### config.mk
export PLATFORM = sky130hd
export DESIGN_NAME = rgb_to_hsv_pixel_converter_flat
export DESIGN_NICKNAME = d
export VERILOG_FILES = /design/src/hw/rtl/rgbhsv_pkg.sv /design/src/hw/rtl/rgbhsv_pix_if.sv /design/src/hw/rtl/rgbhsv_res_if.sv /design/src/hw/rtl/rgb_to_hsv_pixel_converter.sv /design/src/flat_wrapper.sv
export SDC_FILE = /design/constraint.sdc
export NUM_CORES = 1
export LEC_CHECK = 0
export BUFFER_PORTS_ARGS = -buffer_cell sky130_fd_sc_hd__buf_2
export CAP_MARGIN = 10
export CORE_MARGIN = 5
export CORE_UTILIZATION = 30
export CTS_BUF_LIST = sky130_fd_sc_hd__clkbuf_8
export CTS_CLUSTER_SIZE = 14
export DETAILED_ROUTE_END_ITERATION = 16
export GPL_ROUTABILITY_DRIVEN = 0
export GPL_TIMING_DRIVEN = 0
export PLACE_DENSITY = 0.43
export SLEW_MARGIN = 40
export SYNTH_ARGS = -nofsm -noshare
export SYNTH_HDL_FRONTEND = slang
export SYNTH_SLANG_ARGS = --single-unit
### constraint.sdc
create_clock -name i_clk -period 80.7 [get_ports i_clk]
set_input_delay 16.14 -clock i_clk [delete_from_list [all_inputs] [get_ports i_clk]]
set_output_delay 16.14 -clock i_clk [all_outputs]
set_load 0.03 [all_outputs]
### src/hw/rtl/rgbhsv_pkg.sv
package rgbhsv_pkg;

    // default geometry
    localparam int unsigned COMPONENT_BITS = 8;
    localparam int unsigned HUE_FRAC_BITS  = 6;

    // hue sector, chosen red first, then green, then blue
    typedef enum logic [1:0] {
        SEC_RED,
        SEC_GREEN,
        SEC_BLUE
    } t_sector;

endpackage

### src/hw/rtl/rgbhsv_pix_if.sv
interface rgbhsv_pix_if #(
    parameter int unsigned COMPONENT_BITS = rgbhsv_pkg::COMPONENT_BITS
);
    logic                      valid;
    logic                      ready;
    logic [COMPONENT_BITS-1:0] red;
    logic [COMPONENT_BITS-1:0] green;
    logic [COMPONENT_BITS-1:0] blue;

    modport source (output valid, output red, output green, output blue, input ready);
    modport sink   (input valid, input red, input green, input blue, output ready);
endinterface

### src/hw/rtl/rgbhsv_res_if.sv
interface rgbhsv_res_if #(
    parameter int unsigned COMPONENT_BITS = rgbhsv_pkg::COMPONENT_BITS,
    parameter int unsigned HUE_FRAC_BITS  = rgbhsv_pkg::HUE_FRAC_BITS
);
    logic                       valid;
    logic                       ready;
    logic [HUE_FRAC_BITS+8:0]   hue;
    logic [COMPONENT_BITS-1:0]  saturation;
    logic [COMPONENT_BITS-1:0]  brightness;
    logic                       grey;

    modport source (output valid, output hue, output saturation, output brightness,
                    output grey, input ready);
    modport sink   (input valid, input hue, input saturation, input brightness,
                    input grey, output ready);
endinterface

### src/hw/rtl/rgb_to_hsv_pixel_converter.sv
// Channel  Dir  Handshake      Word
// i_pix    in   valid / ready  red, green, blue (COMPONENT_BITS each)
// o_hsv    out  valid / ready  hue (9+HUE_FRAC_BITS), saturation, brightness, grey
//
// One pixel per cycle sustained while o_hsv is not stalled. The two restoring dividers
// (saturation and hue) resolve one quotient bit per stage, with QW = max(COMPONENT_BITS,
// 6+HUE_FRAC_BITS) quotient bits.
// Reset (i_rst_n low, synchronous) clears the valid bits only.
// A stall at o_hsv freezes every stage at once; i_pix.ready drops in the same cycle.
module rgb_to_hsv_pixel_converter #(
    parameter int unsigned COMPONENT_BITS = rgbhsv_pkg::COMPONENT_BITS,
    parameter int unsigned HUE_FRAC_BITS  = rgbhsv_pkg::HUE_FRAC_BITS
) (
    input  logic                i_clk,
    input  logic                i_rst_n,
    rgbhsv_pix_if.sink          i_pix,
    rgbhsv_res_if.source        o_hsv
);
    import rgbhsv_pkg::*;

    localparam int unsigned N    = COMPONENT_BITS;
    localparam int unsigned F    = HUE_FRAC_BITS;
    localparam int unsigned HW   = F + 9;                      // hue width
    localparam int unsigned QW   = (N > F + 6) ? N : F + 6;    // quotient bits = div stages
    localparam int unsigned DW   = N + QW;                     // dividend / remainder width
    localparam int unsigned LAST = QW + 2;                     // index of output stage

    // hue sector bases, D = 60 degrees in hue units
    localparam logic [HW-1:0] HUE_D2 = HW'(120 << F);
    localparam logic [HW-1:0] HUE_D4 = HW'(240 << F);
    localparam logic [HW-1:0] HUE_D6 = HW'(360 << F);

    typedef struct packed {
        logic [N-1:0]  mx;      // brightness, saturation divisor
        logic [N-1:0]  delta;   // hue divisor
        t_sector       sec;
        logic          neg;     // hue offset is negative
        logic          grey;
        logic [DW-1:0] srem;
        logic [DW-1:0] hrem;
        logic [QW-1:0] sq;
        logic [QW-1:0] hq;
    } t_div;

    // valid bits, one per stage
    logic [LAST:0] r_vld;
    logic          w_adv;

    assign w_adv       = !r_vld[LAST] || o_hsv.ready;
    assign i_pix.ready = w_adv;

    always_ff @(posedge i_clk) begin
        if (!i_rst_n) begin
            r_vld <= '0;
        end else if (w_adv) begin
            r_vld <= {r_vld[LAST-1:0], i_pix.valid};
        end
    end

    // ------------------------------------------------------------------
    // Stage 1: max, min, sector and the two operands of the hue offset
    // ------------------------------------------------------------------
    logic [N-1:0] w_r, w_g, w_b;
    logic [N-1:0] w_mx_rg, w_mn_rg;
    logic [N-1:0] n1_mx, n1_mn, n1_a, n1_b;
    t_sector      n1_sec;
    logic [N-1:0] r1_mx, r1_mn, r1_a, r1_b;
    t_sector      r1_sec;

    always_comb begin
        w_r     = N'(i_pix.red);
        w_g     = N'(i_pix.green);
        w_b     = N'(i_pix.blue);
        w_mx_rg = (w_r > w_g) ? w_r : w_g;
        w_mn_rg = (w_r < w_g) ? w_r : w_g;
        n1_mx   = (w_b > w_mx_rg) ? w_b : w_mx_rg;
        n1_mn   = (w_b < w_mn_rg) ? w_b : w_mn_rg;
        if (w_r >= n1_mx) begin
            n1_sec = SEC_RED;
            n1_a   = w_g;
            n1_b   = w_b;
        end else if (w_g >= n1_mx) begin
            n1_sec = SEC_GREEN;
            n1_a   = w_b;
            n1_b   = w_r;
        end else begin
            n1_sec = SEC_BLUE;
            n1_a   = w_r;
            n1_b   = w_g;
        end
    end

    always_ff @(posedge i_clk) begin
        if (w_adv) begin
            r1_mx  <= n1_mx;
            r1_mn  <= n1_mn;
            r1_a   <= n1_a;
            r1_b   <= n1_b;
            r1_sec <= n1_sec;
        end
    end

    // ------------------------------------------------------------------
    // Stage 2: delta, |offset|, dividends CMAX*delta and D*|offset|
    // ------------------------------------------------------------------
    t_div         r_dv [QW+1];
    t_div         n_dv [QW+1];
    logic [N-1:0] w_ad;
    logic [N-1:0] w_delta;

    always_comb begin
        w_delta       = r1_mx - r1_mn;
        w_ad          = (r1_a < r1_b) ? (r1_b - r1_a) : (r1_a - r1_b);
        n_dv[0].mx    = r1_mx;
        n_dv[0].delta = w_delta;
        n_dv[0].sec   = r1_sec;
        n_dv[0].neg   = (r1_a < r1_b);
        n_dv[0].grey  = (w_delta == '0);
        // (2^N - 1)*delta = (delta << N) - delta
        n_dv[0].srem  = (DW'(w_delta) << N) - DW'(w_delta);
        // 60*2^F*x = (x << (F+6)) - (x << (F+2))
        n_dv[0].hrem  = (DW'(w_ad) << (F + 6)) - (DW'(w_ad) << (F + 2));
        n_dv[0].sq    = '0;
        n_dv[0].hq    = '0;
    end

    always_ff @(posedge i_clk) begin
        if (w_adv) begin
            r_dv[0] <= n_dv[0];
        end
    end

    // ------------------------------------------------------------------
    // Restoring division, one quotient bit per stage, MSB first
    // ------------------------------------------------------------------
    for (genvar k = 0; k < QW; k++) begin : g_div
        localparam int unsigned SH = QW - 1 - k;
        logic [DW-1:0] w_sd, w_hd;

        always_comb begin
            w_sd      = DW'(r_dv[k].mx) << SH;
            w_hd      = DW'(r_dv[k].delta) << SH;
            n_dv[k+1] = r_dv[k];
            if (r_dv[k].srem >= w_sd) begin
                n_dv[k+1].srem   = r_dv[k].srem - w_sd;
                n_dv[k+1].sq[SH] = 1'b1;
            end
            if (r_dv[k].hrem >= w_hd) begin
                n_dv[k+1].hrem   = r_dv[k].hrem - w_hd;
                n_dv[k+1].hq[SH] = 1'b1;
            end
        end

        always_ff @(posedge i_clk) begin
            if (w_adv) begin
                r_dv[k+1] <= n_dv[k+1];
            end
        end
    end

    // ------------------------------------------------------------------
    // Output stage: sector base, floor of negative offset, wrap
    // ------------------------------------------------------------------
    t_div          w_q;
    logic [HW-1:0] w_mag, w_base;
    logic [HW-1:0] n_hue;
    logic [N-1:0]  n_sat;
    logic [HW-1:0] r_hue;
    logic [N-1:0]  r_sat, r_bri;
    logic          r_grey;

    always_comb begin
        w_q = r_dv[QW];
        // floor of a negative quotient rounds away from zero
        w_mag = HW'(w_q.hq) + HW'(w_q.neg && (w_q.hrem != '0));
        case (w_q.sec)
            SEC_RED:   w_base = w_q.neg ? HUE_D6 : '0;   // negative red hue wraps
            SEC_GREEN: w_base = HUE_D2;
            default:   w_base = HUE_D4;
        endcase
        n_hue = w_q.neg ? (w_base - w_mag) : (w_base + w_mag);
        n_sat = N'(w_q.sq);
        if (w_q.grey) begin
            n_hue = '0;
            n_sat = '0;
        end
    end

    always_ff @(posedge i_clk) begin
        if (w_adv) begin
            r_hue  <= n_hue;
            r_sat  <= n_sat;
            r_bri  <= w_q.mx;
            r_grey <= w_q.grey;
        end
    end

    assign o_hsv.valid      = r_vld[LAST];
    assign o_hsv.hue        = r_hue;
    assign o_hsv.saturation = r_sat;
    assign o_hsv.brightness = r_bri;
    assign o_hsv.grey       = r_grey;

endmodule

### src/flat_wrapper.sv
// flat-port wrapper written by rule: the top's interface ports become plain ports
module rgb_to_hsv_pixel_converter_flat import rgbhsv_pkg::*;
#(
    parameter int unsigned COMPONENT_BITS = rgbhsv_pkg::COMPONENT_BITS,
    parameter int unsigned HUE_FRAC_BITS  = rgbhsv_pkg::HUE_FRAC_BITS
)
  (i_clk, i_rst_n, i_pix_valid, i_pix_red, i_pix_green, i_pix_blue, i_pix_ready, o_hsv_valid, o_hsv_hue, o_hsv_saturation, o_hsv_brightness, o_hsv_grey, o_hsv_ready);
  rgbhsv_pix_if #(.COMPONENT_BITS(COMPONENT_BITS)) i_pix_i ();
  rgbhsv_res_if #(.COMPONENT_BITS(COMPONENT_BITS), .HUE_FRAC_BITS(HUE_FRAC_BITS)) o_hsv_i ();
  input  logic i_clk;
  input  logic i_rst_n;
  input wire logic [$bits(i_pix_i.valid)-1:0] i_pix_valid;
  input wire logic [$bits(i_pix_i.red)-1:0] i_pix_red;
  input wire logic [$bits(i_pix_i.green)-1:0] i_pix_green;
  input wire logic [$bits(i_pix_i.blue)-1:0] i_pix_blue;
  output wire logic [$bits(i_pix_i.ready)-1:0] i_pix_ready;
  output wire logic [$bits(o_hsv_i.valid)-1:0] o_hsv_valid;
  output wire logic [$bits(o_hsv_i.hue)-1:0] o_hsv_hue;
  output wire logic [$bits(o_hsv_i.saturation)-1:0] o_hsv_saturation;
  output wire logic [$bits(o_hsv_i.brightness)-1:0] o_hsv_brightness;
  output wire logic [$bits(o_hsv_i.grey)-1:0] o_hsv_grey;
  input wire logic [$bits(o_hsv_i.ready)-1:0] o_hsv_ready;
  assign i_pix_i.valid = i_pix_valid;
  assign i_pix_i.red = i_pix_red;
  assign i_pix_i.green = i_pix_green;
  assign i_pix_i.blue = i_pix_blue;
  assign i_pix_ready = i_pix_i.ready;
  assign o_hsv_valid = o_hsv_i.valid;
  assign o_hsv_hue = o_hsv_i.hue;
  assign o_hsv_saturation = o_hsv_i.saturation;
  assign o_hsv_brightness = o_hsv_i.brightness;
  assign o_hsv_grey = o_hsv_i.grey;
  assign o_hsv_i.ready = o_hsv_ready;
  rgb_to_hsv_pixel_converter #(.COMPONENT_BITS(COMPONENT_BITS), .HUE_FRAC_BITS(HUE_FRAC_BITS)) u_core (.i_clk(i_clk), .i_rst_n(i_rst_n), .i_pix(i_pix_i), .o_hsv(o_hsv_i));
endmodule
* Word-level counts from Yosys, hierarchy flattened
Memory sizes are Yosys's and may differ from the RTL's.
Index checks and enable logic that the tools add are counted.
** Word-level totals
- Flip-flop bits (word level) :: 81
- Output and inout port bits :: 34
- Memory bits (writable) :: 1092
- Input bits :: 28
- Memories kept :: 1
- Logic and storage cells :: 144
** Operators by class
- Order comparisons :: 31
- Reductions and logical operators :: 6
- Muxes and demuxes :: 63
- Equal/unequal tests :: 1
- $add $sub $neg :: 32
** Memory list
- u_core.r_dv :: words 13, bits a word 84, rd ports 13, clocked after memory_dff 0, wr ports 13, RTL line rgb_to_hsv_pixel_converter.sv:106 : t_div r_dv [QW+1];
** Operators with widths (number)
- 20-bit two-way mux :: 24
- 8-bit two-way mux :: 9
- 20-bit by 16-bit subtractor with 20-bit output :: 3
- 20-bit by 10-bit >= comparator with 1-bit output :: 2
- 20-bit by 11-bit >= comparator with 1-bit output :: 2
- 20-bit by 12-bit >= comparator with 1-bit output :: 2
- 20-bit by 13-bit >= comparator with 1-bit output :: 2
- 20-bit by 14-bit >= comparator with 1-bit output :: 2
- 20-bit by 15-bit >= comparator with 1-bit output :: 2
- 20-bit by 16-bit >= comparator with 1-bit output :: 2
- 20-bit by 17-bit >= comparator with 1-bit output :: 2
- 20-bit by 18-bit >= comparator with 1-bit output :: 2
- 20-bit by 19-bit >= comparator with 1-bit output :: 2
- 20-bit by 8-bit >= comparator with 1-bit output :: 2
- 20-bit by 9-bit >= comparator with 1-bit output :: 2
- 20-bit by 10-bit subtractor with 20-bit output :: 2
- 20-bit by 11-bit subtractor with 20-bit output :: 2
- 20-bit by 12-bit subtractor with 20-bit output :: 2
- 20-bit by 13-bit subtractor with 20-bit output :: 2
- 20-bit by 14-bit subtractor with 20-bit output :: 2
- 20-bit by 15-bit subtractor with 20-bit output :: 2
- 20-bit by 17-bit subtractor with 20-bit output :: 2
- 20-bit by 18-bit subtractor with 20-bit output :: 2
- 20-bit by 19-bit subtractor with 20-bit output :: 2
- 21 further kinds :: 55

* Longest topological paths before layout
Gate-level depths: netlist of run 1.
- Word-level depth :: 7
- Gate-level depth with buffers :: 31
- Depth with buffers taken out :: 26

* Worst setup path after synthesis of run 1
OpenSTA, ideal clock, no wires.
- Kind :: input to output
- Start point :: input o_hsv_ready
- End point :: output i_pix_ready
- Buffers on the path :: 2
- Data required time :: 64560 ps
- Cell stages on the path :: 4
- Setup slack :: 24937 ps
- Arrival time :: 39623 ps
- Path through :: nor2b_1 clkbuf_1 inv_1 buf_1
** Between the ends
- Word-level cells in the longest chain between the ends :: 1
** RTL lines
- start, declared :: RTL line flat_wrapper.sv:22 : input wire logic [$bits(o_hsv_i.ready)-1:0] o_hsv_ready;
- 1-bit logical OR :: RTL line rgb_to_hsv_pixel_converter.sv:49 : assign w_adv = !r_vld[LAST] || o_hsv.ready;
- end, declared :: RTL line flat_wrapper.sv:16 : output wire logic [$bits(i_pix_i.ready)-1:0] i_pix_ready;
No other way between the ends.

* Worst setup path in the final report of run 1
Same ends and word-level chain as after synthesis.

==> impl_results.md, run 1 <==
* 1st-iter DRT viols at 976
* Pwr Density at around 46 nW/um^2
* Leakage at 20.3 nW
* Hold WS at about 0.39 ns
* Vias/cell at about 4.5
* Starting Density at 0.301
* Vias in the first global route at roughly 28k
* Post-route setup TNS at 0 ns
* Status: complete, no violations
* Final HPWL DP at 63100 um
* Number of synthesized flops with an enable pin at 849
* Slowest cell on crit path: buf_2
* IO Port Bufs at 60
* Hold Startpoint: u_core.r_dv[1][232]
* WP data arrival at 18.94 ns
* TritonCTS buffer count at 160
* Synthesized instance count at 3568
* Syn_area_per_cell at between 10 and 15 sq um
* Count of warnings emitted by yosys at 0
* Die area at 153000 sq um
* Slew @ Worst Pin at 0.832 ns
* Distinct cells, synth at 97
* Routed WL per cell at 14.2 um
* Unrepaired setup endpoints after global routing: no
* Max-slew violations at 0
* Critical Path Source: o_hsv_ready
* Hold Fails Final Rpt at 0
* Clk_lat worst skew at 0.85 ns
* Number of synthesized register bits at 864
* Clk sinks at 864
* R2R Setup Slk at ~75 ns
* Share of layout cells above drive strength 1 at 0.0950
* Setup Buffers After CTS at 0
* Crit start category: input port
* # resized after CTS at 0
* Synth Net Count at 3885
* Reg-to-reg endpoint: u_core.o_hsv.hue[14]
* Area of the multi-input gates at 16300 sq um
* Largest net degree at the start of global routing at 27
* Design Power at 2.31 mW
* First-pass GRT wire length at ~140000 um
* Crit. End Element: output port
* Critical Path RT at ~65 ns
* Total iterations of the first detailed-routing run at 4
* Most used cell, CP: buf_16
* Final nets at 4149
* Final min period at around 35 ns
* Worst hold path class: register to register
* Ports at 62
* Worst-path cell chain: buf_2, nor2b_1, clkbuf_1, inv_1, buf_2, buf_16, buf_16, buf_16, buf_16, buf_16, buf_12, buf_16, buf_16, buf_16, buf_16, buf_2
* Hold Path End: u_core.r_dv[1][316]
* Worst-path clk slew at 0.06 ns
* Crit share post-route at 0.435
* Post-synth top flop: edfxtp_1
* Max-Cap Viols at 0
* GRT overflow at 0
* Fmax at 28.5 MHz
* H-tree depth at 4
* Root buf cell: clkbuf_8
* CTS tree: built
* DRC viols at 0
* Worst Skew at 0.0416 ns
* Reg-to-reg startpoint: u_core.r_dv[3][65]
* Filler cells at 14.4k
* Die H at 392 um
* DRT Wirelength at between 80000 and 90000 um
* # setup viols final at 0
* Total number of vias at 26.5k
* Worst Path Max Fanout at 24
* GR Util All Layers at 0.110
* ANT nets after route at 0
* Core ar. at 145000 sq um
* Seq/Total Area, Yosys at 0.590
* FFs w/ async S/R, synth at 0
* Num rows at 140
* CP delay by family, top: buffers and inverters
* Hold Path Cell Cnt at 0
* Bufs on Longest Clock Path at 3
* VDD IR max at 0.0219 mV
* Register area at 25800 sq um
* Rel. slew slack at 0.444
* Crit path kind: input port to output port
* Die width at slightly below 400 um
* Antenna violations before repair at 2
* Reg2Reg Depth at 18
* Pre-CTS WS at 45.55 ns
* Area Growth Syn to Fin at 15.5%
* Post-synthesis cell area at roughly 44000 sq um
* Final setup margin at 45.62 ns
* CP peak stage delay at 0.29 ns
* Worst path bufs/invs at 15
* CTS Hold Bufs at 0
==> worst max-delay path by stage <==
| stage | to | depth (start not counted) |
|---|---|---|
| 4_1_cts | i_pix_ready | 16 |
| 2_1_floorplan | i_pix_ready | 4 |
| 3_3_place_gp | i_pix_ready | 6 |
| 5_1_grt | i_pix_ready | 16 |
| 3_5_place_dp | i_pix_ready | 16 |
| 6_report | i_pix_ready | 16 |
==> kinds of logic after synthesis <==
kind of cell / Yosys count / synth area share
buffers and inverters: 422 / 0.0373
multiplexers: 54 / 0.0129
XOR/XNOR: 281 / 0.0563
flip-flops: 864 / 0.590
AO/OA/AOI/OAI: 680 / 0.103
AND/OR/NAND/NOR: 977 / 0.113
other: 1 / 0.0000858
adder cells (fa/ha/maj): 289 / 0.0872
==> synthesized netlist by cell type (7+ instances only) <==
cell | number | share of area
ha_1 | 263 | 0.075
a21oi_1 | 159 | 0.018
xnor2_1 | 161 | 0.032
edfxtp_1 | 849 | 0.58
o21ai_0 | 164 | 0.019
and2_1 | 24 | 0.0034
dfxtp_1 | 15 | 0.0069
nor3_1 | 87 | 0.010
o21ai_1 | 13 | 0.0015
fa_1 | 26 | 0.012
and3_1 | 17 | 0.0024
or2_2 | 7 | 0.0010
nor2b_1 | 61 | 0.0087
o31ai_1 | 38 | 0.0065
nand2b_1 | 67 | 0.0096
o21bai_1 | 12 | 0.0021
nand3_1 | 56 | 0.0064
nor2_1 | 235 | 0.020
nor4_1 | 51 | 0.0073
a21boi_0 | 39 | 0.0067
nand4b_1 | 12 | 0.0024
a211o_1 | 7 | 0.0014
or4_1 | 15 | 0.0026
a31oi_1 | 28 | 0.0040
o21a_1 | 12 | 0.0021
clkbuf_1 | 54 | 0.0046
nand2_1 | 235 | 0.020
and4_1 | 8 | 0.0016
a41oi_1 | 10 | 0.0020
xor2_1 | 120 | 0.024
o211ai_1 | 26 | 0.0045
a21o_1 | 100 | 0.017
mux2i_1 | 34 | 0.0078
nand4_1 | 35 | 0.0050
or3_1 | 27 | 0.0039
inv_1 | 354 | 0.030
mux2_2 | 20 | 0.0052
==> metrics by stage <==
| stage | cell area (sq um) | util | instances |
|---|---|---|---|
| 2_1_floorplan | 43700 | - | 3568 |
| 4_1_cts | 50500 | 0.348 | 5876 |
| 5_1_grt | 50500 | 0.348 | 5878 |
| 3_3_place_gp | 46400 | 0.320 | 5545 |
| 3_5_place_dp | 47500 | 0.327 | 5587 |
| 6_report | 50500 | 0.348 | 5879 |
==> metal layers <==
layer | vias to the layer above | GRT usage | share of wire
met5 | - | 0 | 0
met4 | 0 | 0.0476 | 0.035
met3 | 189 | 0.0249 | 0.037
met2 | 366 | 0.213 | 0.54
met1 | 12290 | 0.114 | 0.39
li1 | 13609 | - | -
==> placed cells by master (no fill, tap or decap), types with 87 or more instances in the layout <==
cell type / count
inv_1: 404
clkbuf_8: 160
xor2_1: 120
edfxtp_1: 849
nor2_1: 235
nor3_1: 87
ha_1: 263
nand2_1: 235
a21o_1: 100
xnor2_1: 161
a21oi_1: 159
o21ai_0: 164
==> layout make-up <==
class                   count  area share
clock inverters           129      0.0147
inverters                 354      0.0263
multi-input cells        2282       0.323
repair buffers            102      0.0276
plain buffers              68     0.00600
flip-flops and latches    864       0.511
diodes                      3    0.000149
clock buffers             160      0.0436
well taps                1917      0.0475
==> where the power goes <==
part	switching (mW)	leakage [nW]	internal, mW
logic	0.571	9.74	0.452
clock network	0.184	1.68	0.200
registers	0.114	8.84	0.789
total	0.869	20.3	1.44
==> state kept, by name (all words and copies together) (netlist names) <==
signal	flops
u_core.r1_mn	8
u_core.r_dv	783
u_core.o_hsv.brightness	8
u_core.r1_sec	2
u_core.o_hsv.hue	15
u_core.r_vld	15
u_core.r1_a	8
u_core.r1_mx	8
u_core.r1_b	8
u_core.o_hsv.grey	1
u_core.o_hsv.saturation	8
Power figures use the tool's default switching activity.
==> run 2, diff against run 1 <==
Settings changed: PLACE_DENSITY 0.43 to 0.44.
Clock period 80.7 ns to 31.8 ns, I/O delays scaled along.
==> impl_results.md, run 2 (synthesis results as in run 1) <==
* Status: complete, no violations
* VDD IR max at 0.0697 mV
* Ports at 62
* Die H at 392 um
* Final nets at approximately 4k
* Commonest non-fill, non-tap cell in the layout: edfxtp_1
* Most frequent cells in the layout: 849 x edfxtp_1, 411 x inv_1, 263 x ha_1
* Worst hold path class: register to register
* Root buf cell: clkbuf_8
* Leakage at 19.8 nW
* GR Util All Layers at 0.109
* Crit share post-route at 0.476
* First-pass GRT wire length at 136000 um
* DRC viols at 0
* Slowest cell on crit path: buf_16
* DRT Wirelength at 82400 um
* Design Power at 5.81 mW
* H-tree depth at 4
* Non-Filler Instances at 5839
* Pre-CTS WS at 16.57 ns
* Fmax at 66.0 MHz
* Max FFs per register at 783
* Pwr Density at ~120 nW/um^2
* # placed instances at 5555
* Clk sinks at 864
* Worst-path cell chain: buf_2, nor2b_1, clkbuf_1, inv_1, buf_16, buf_16, buf_16, buf_16, buf_2
* Final HPWL DP at 60200 um
* CP peak stage delay at between 0.4 and 0.5 ns
* Antenna violations before repair at 1
* Crit. End Element: output port
* IO Port Bufs at 60
* Routed WL per cell at 14.1 um
* Final Core Density at 0.341
* Final setup margin at 16.66 ns
* CTS tree: built
* Area Growth Syn to Fin at 13.3%
* Worst path bufs/invs at 8
* Critical Path RT at ~25 ns
* Total iterations of the first detailed-routing run at 4
* CP delay by family, top: buffers and inverters
* TritonCTS buffer count at 157
* Total number of vias at 26.3k
* Die width at 392 um
* ANT nets after route at 0
* Starting Density at 0.301
* WP data arrival at 8.78 ns
* Rel. slew slack at 0.472
* Setup Buffers After CTS at 0
* Bufs on Longest Clock Path at 3
* Slew @ Worst Pin at a little under 0.8 ns
* # setup viols final at 0
* Final min period at 15.14 ns
* Unrepaired setup endpoints after global routing: no
* Crit path kind: input port to output port
* Worst Path Max Fanout at 107
* Max-Cap Viols at 0
* Core ar. at 145000 sq um
* Clk_lat worst skew at 0.82 ns
* Crit start category: input port
* Post-route setup TNS at 0 ns
* Vias/cell at 4.50
* CTS Hold Bufs at 0
* GRT overflow at 0
* Reg with most FFs: u_core.r_dv
* Worst-path clk slew at ~0.05 ns
* Die area at roughly 150000 sq um
* Worst Skew at approximately 0.038 ns
* Max-slew violations at 0
* Hold Fails Final Rpt at 0
* 1st-iter DRT viols at 1045
* Most used cell, CP: buf_16
* Share of layout cells above drive strength 1 at 0.0880
* Num rows at 140
* Largest net degree at the start of global routing at 115
* Vias in the first global route at roughly 27k
* # resized after CTS at 0
[run 2: changes by cell type in the layout (fill, tap and decap cells not counted), moves of 2 or more]
cell and delta:
buf_16 -26, clkinv_1 -13, inv_1 +7, buf_12 -5, clkinv_2 +4, bufinv_16 -3, clkinv_8 -2, clkinvlp_4 +2
diode_2 -2, inv_12 -2
[run 2: metal layers]
layer	vias to the layer above	routed length [um]	GRT usage
met3	194	2920	0.0230
met5	-	0	0
met2	364	43800	0.207
met1	12245	32800	0.115
li1	13489	-	-
met4	0	2870	0.0467
[run 2: area by class of cell]
class                   count  area, sq um
diodes                      1         2.50
plain buffers              68          325
clock buffers             159         2190
clock inverters           124          621
fillers                 14396        95700
inverters                 354         1330
multi-input cells        2282        16300
flip-flops and latches    864        25800
well taps                1917         2400
repair buffers             70          553
[run 2: report_power, final]
part	leakage (nW)	switching, mW	internal (mW)
registers	8.84	0.287	2.00
logic	9.32	1.45	1.15
clock network	1.64	0.456	0.477
[run 2: worst paths after layout]
kind	from	to	slack [ns]	cells after the start
hold reg to reg	u_core.r_dv[2][95]	u_core.r_dv[2][179]	0.40	0
hold / removal	u_core.r_dv[2][95]	u_core.r_dv[2][179]	0.40	0
setup / recovery	o_hsv_ready	i_pix_ready	16.66	9
setup reg to reg	u_core.r_dv[3][65]	u_core.o_hsv.hue[12]	26.54	17
[run 2: per-stage QoR]
step / hold slack (ns) / area (sq um)
finish: 0.403 / 49500
CTS: 0.399 / 49500
global placement: 0.401 / 46400
detailed placement: 0.405 / 46700
floorplan: 0.400 / 43700
global route: 0.413 / 49500
